`src/design/register_pool_allocator_defines.svh`:
```
// Assertion macros for the register pool allocator.
// Included by files that carry concurrent checks; no other dependencies.
`ifndef REGISTER_POOL_ALLOCATOR_DEFINES_SVH
`define REGISTER_POOL_ALLOCATOR_DEFINES_SVH

// Same-cycle implication, disabled during reset.
`define RPA_ASSERT_NOW(label, clk, rst_n, ante, cons, msg) \
  label: assert property (@(posedge clk) disable iff (!rst_n) (ante) |-> (cons)) \
    else $error(msg);

// Next-cycle implication, disabled during reset.
`define RPA_ASSERT_NEXT(label, clk, rst_n, ante, cons, msg) \
  label: assert property (@(posedge clk) disable iff (!rst_n) (ante) |=> (cons)) \
    else $error(msg);

`endif

```
`src/design/rpa_pkg.sv`:
```
// Shared types and constants of the register pool allocator.
// Used by rpa_ctrl, rpa_datapath and register_pool_allocator; no dependencies.
package rpa_pkg;

  localparam int POOL_SLOTS_DEF  = 9;
  localparam int ARG_REGS_DEF    = 6;
  localparam int SAVED_REGS_DEF  = 5;

  // Operation codes
  localparam logic [2:0] OP_INIT        = 3'd0;
  localparam logic [2:0] OP_ALLOC_TEMP  = 3'd1;
  localparam logic [2:0] OP_ALLOC_PARAM = 3'd2;
  localparam logic [2:0] OP_FREE        = 3'd3;
  localparam logic [2:0] OP_POP         = 3'd4;

  // Result kinds
  localparam logic [2:0] KIND_PARAM    = 3'd0;
  localparam logic [2:0] KIND_TEMP     = 3'd1;
  localparam logic [2:0] KIND_SLOT     = 3'd2;
  localparam logic [2:0] KIND_PUSH     = 3'd3;
  localparam logic [2:0] KIND_POP      = 3'd4;
  localparam logic [2:0] KIND_OUT_REGS = 3'd5;

  // Register ids
  localparam logic [3:0] ID_RAX   = 4'd0;
  localparam logic [3:0] ID_R10   = 4'd1;
  localparam logic [3:0] ID_R11   = 4'd2;
  localparam logic [3:0] ID_ARG0  = 4'd3;
  localparam logic [3:0] ID_EMPTY = 4'd15;

  typedef struct packed {
    logic [2:0] op;
    logic [3:0] reg_id;
    logic [2:0] param_count;
  } in_item_t;

  typedef struct packed {
    logic [3:0] reg_out;
    logic [2:0] kind;
    logic       last;
  } out_item_t;

  // Controller to datapath
  typedef struct packed {
    logic exec;   // execute the accepted transaction, load first result
    logic step;   // load the next result of a sequence
  } cmd_t;

  // Datapath to controller
  typedef struct packed {
    logic has_result;  // accepted op gives at least one result
    logic multi;       // accepted op gives more than one result
    logic last_step;   // next step loads the final result
  } sts_t;

endpackage

```
`src/design/rpa_ctrl.sv`:
```
// Handshake controller of the register pool allocator.
// Depends on rpa_pkg; drives commands into rpa_datapath.
module rpa_ctrl (
  input  logic          clk_i,
  input  logic          rst_ni,
  input  logic          in_valid_i,
  output logic          in_stall_o,
  output logic          out_valid_o,
  input  logic          out_stall_i,
  input  rpa_pkg::sts_t sts_i,
  output rpa_pkg::cmd_t cmd_o
);

  typedef enum logic {
    ST_IDLE,
    ST_EMIT
  } state_e;

  state_e state_q;
  logic   out_valid_q;
  logic   out_free;

  assign out_free    = !out_valid_q || !out_stall_i;
  assign in_stall_o  = !((state_q == ST_IDLE) && out_free);
  assign out_valid_o = out_valid_q;

  assign cmd_o.exec = in_valid_i && !in_stall_o;
  assign cmd_o.step = (state_q == ST_EMIT) && out_free;

  always_ff @(posedge clk_i or negedge rst_ni) begin
    if (!rst_ni) begin
      state_q     <= ST_IDLE;
      out_valid_q <= 1'b0;
    end else begin
      if (cmd_o.exec) begin
        out_valid_q <= sts_i.has_result;
        if (sts_i.multi) begin
          state_q <= ST_EMIT;
        end
      end else if (cmd_o.step) begin
        out_valid_q <= 1'b1;
        if (sts_i.last_step) begin
          state_q <= ST_IDLE;
        end
      end else if (out_valid_q && !out_stall_i) begin
        out_valid_q <= 1'b0;
      end
    end
  end

endmodule

```
`config.mk`:
```
export PLATFORM = sky130hd
export DESIGN_NAME = rpa_ctrl
export DESIGN_NICKNAME = d
export VERILOG_FILES = /design/src/design/register_pool_allocator_defines.svh /design/src/design/rpa_pkg.sv /design/src/design/rpa_ctrl.sv
export SDC_FILE = /design/constraint.sdc
export NUM_CORES = 1
export LEC_CHECK = 0
export BUFFER_PORTS_ARGS = -buffer_cell sky130_fd_sc_hd__clkbuf_2
export CAP_MARGIN = 5
export CORE_AREA = 2 2 39 41
export DETAILED_ROUTE_END_ITERATION = 7
export DIE_AREA = 0 0 41 43
export PLACE_DENSITY_LB_ADDON = 0.3
export REMOVE_ABC_BUFFERS = 1
export SKIP_LAST_GASP = 1
export SYNTH_ARGS = -nofsm -noshare
export SYNTH_HDL_FRONTEND = slang
export SYNTH_SLANG_ARGS = --single-unit
```
`constraint.sdc`:
```
create_clock -name clk_i -period 2.59 [get_ports clk_i]
set_clock_uncertainty 0.15 [all_clocks]
set_input_delay 0.259 -clock clk_i [delete_from_list [all_inputs] [get_ports clk_i]]
set_output_delay 0.259 -clock clk_i [all_outputs]
set_load 0.01 [all_outputs]
```
==> impl_metrics.toml <==
[run]
maxCapViolCount = 0

[synthesis]
synth-adder-area-share = 0
synth_area_sq_um = 103.9
avgSynthCellArea_sq_um = 10.39
synth-compound-area-share = 0.3494
synth_xor_xnor_area_share = 0
synth_top_family_by_area = "compound AO/OA/AOI/OAI gates"
yosys.area_share.simple = 0.1325
synth_warnings = 0
seq_area_frac_synth = 0.4819
yosysUniqueCellTypes = 8
synth_mux_area_frac = 0
netlist_instances = 10
ys_ff_latch = 2

[cells_and_area]
fin_nets = 33
diodes = 0
fin_util = 0.1492
layout.area.seq_sq_um = 50.05
instances_no_fill = 40
fill_cells = 153
final_common_cell = "clkbuf_2"
final_area_sq_um = 206.4
final_cell_mix = "clkbuf_2, clkbuf_4, nand2_1, dfrtp_1"
syn_to_final_growth_pct = 98.79
multiInputGateArea_sq_um = 50.05
drive_gt1_frac = 0.5833

[clock_network]
root_buffer = "clkbuf_4"
numCtsBuffers = 3
insertion_delay_ps = 220
htree_levels = 1
clk_path_buf_depth = 2
clkTransAtPathRegs_ps = 30
cts_tree = "done"
postCtsSetupBuffers = 0
clock_sinks = 2

[global_route]
grt_pass1_wl_um = 496
grt_max_degree = 5
antenna_found_initial = 0
grt_pass1_vias = 111
grt_overflow = 0
grt_usage = 0.05528

[power_and_ir_drop]
switchingPower_w = 0.00004716
vdd_ir_drop_max_mv = 0.2032
combPwrFrac = 0.273
pwr-share-clk = 0.438
p_int_w = 0.0001113
p_leak_nw = 0.1095
powerDensity_nw_per_um2 = 767.8
p_seq_frac = 0.289
power_switching_share = 0.2976

[min_path]
min_from = "sts_i[2]"
min_path_type = "input pin to flop"
whs_endpoint = "out_valid_o"
hold_depth = 3

[floorplan]
die_w_um = 41
design.portCount = 11
die_area_sq_um = 1763
core-area_sq_um = 1384
dieHeight_um = 43
row_count = 14
start_util = 0.07505

[drt]
via_per_inst = 3.025
drtPass1Iterations = 2
antenna_left = 0
wl_per_cell_um = 8.225
via_count = 121
drt_iter0_drc = 5
routed_wl_um = 329
drc = 0

[worst_setup_path]
critPathTopFamily = "flip-flops"
cpMaxStageDelayCell = "dfrtp_1"
end_kind = "primary output"
setup.worst_path.start_class = "flop"
crit_type = "flop to primary output"
rr_worst_depth = 2
cp.required_ps = 2180
worst-path-buf-inv = 1
cp-startpoint = "out_valid_o"
worstPathArrival_ps = 1110
reg2reg_from = "out_valid_o"
path_max_fanout = 4
r2r_setup_slack_ps = 1550
critPathMaxStageDelay_ps = 410
worstReg2RegEnd = "state_q"
worstPathCellList = "a21oi_2, and2_1, clkbuf_2"

[placed_design]
place_inst = 36
dpl.hpwl_um = 263.1
port_buffers = 10
dpl_cell_area_sq_um = 173.9
place_congestion = 0.5674

[timing]
max_slew_margin = 0.8810
final-hold-violation-count = 0
setup_viol = 0
period_share = 0.5878
fmax_ghz = 0.6569
setup-tns-final_ps = 0
slew_violations = 0
period_minus_slack_ps = 1522
rsz0062_at_grt = "no"
worstMarginPinSlew_ps = 178.5

[run_status]
outcome = "finished, final reports clean"
cells in the mapped netlist:
cell / n / share of area
dfrtp_1: 2 / 0.48
nand2_1: 2 / 0.072
a21bo_1: 1 / 0.096
a21boi_0: 1 / 0.072
a21oi_2: 1 / 0.084
a32o_1: 1 / 0.096
and2_1: 1 / 0.060
inv_1: 1 / 0.036
power groups by stage:
stage                     registers, W  clock network (W)   logic, W
after floorplan              0.0000461                  0  0.0000212
after global placement       0.0000462                  0  0.0000431
after detailed placement     0.0000461                  0  0.0000424
after CTS                    0.0000457          0.0000742  0.0000436
after global routing         0.0000468          0.0000791  0.0000490
final                        0.0000458          0.0000695  0.0000433
layer usage:
layer	wire [um]	vias to the layer above	global-route usage
met5	0	-	0
met4	0	0	0.04000
met3	94	0	0.1152
met2	58	13	0.02813
met1	176	44	0.05806
li1	-	64	-
layout make-up:
cell class	instances	share of cell area
multi-input combinational	7	0.2424
sequential	2	0.2424
clock buffer	3	0.1091
tap	16	0.09697
inverter	1	0.01818
timing repair buffer	11	0.2909
sequential cells by signal, summed over array words and instances, names as in the netlist:
name         cells
state_q          1
out_valid_o      1
kinds of logic after synthesis:
group	after synthesis
simple gates	3
compound gates	4
flops	2
buf+inv	1
worst max-delay path by stage:
| stage | endpoint | slack (ps) | cells past startpoint |
|---|---|---|---|
| after floorplan | cmd_o[1] | 1400 | 2 |
| after global placement | cmd_o[1] | 1290 | 3 |
| after detailed placement | cmd_o[1] | 1300 | 3 |
| after CTS | cmd_o[1] | 1050 | 3 |
| after global routing | cmd_o[1] | 990 | 3 |
| final | cmd_o[1] | 1070 | 3 |
timing repair:
item                       CTS  global route
hold buffers                 1             0
gates resized for setup      0             0
setup endpoints to repair    0             0
hold endpoints to repair     2             0
per-stage QoR:
step,total power (W),worst slack [ps],hold slack (ps)
6_report,0.0001585,1068,86.63
5_1_grt,0.0001750,987.1,98.60
4_1_cts,0.0001636,1054,78.98
3_5_place_dp,0.00008846,1298,-102.6
3_3_place_gp,0.00008928,1290,-98.15
2_1_floorplan,0.00006729,1399,-186.6
tightest hold or removal path, stage by stage:
cell      delay (ps)
clkbuf_2          70
nand2_1           40
nand2_1           50
(Power assumes the default switching activity.)
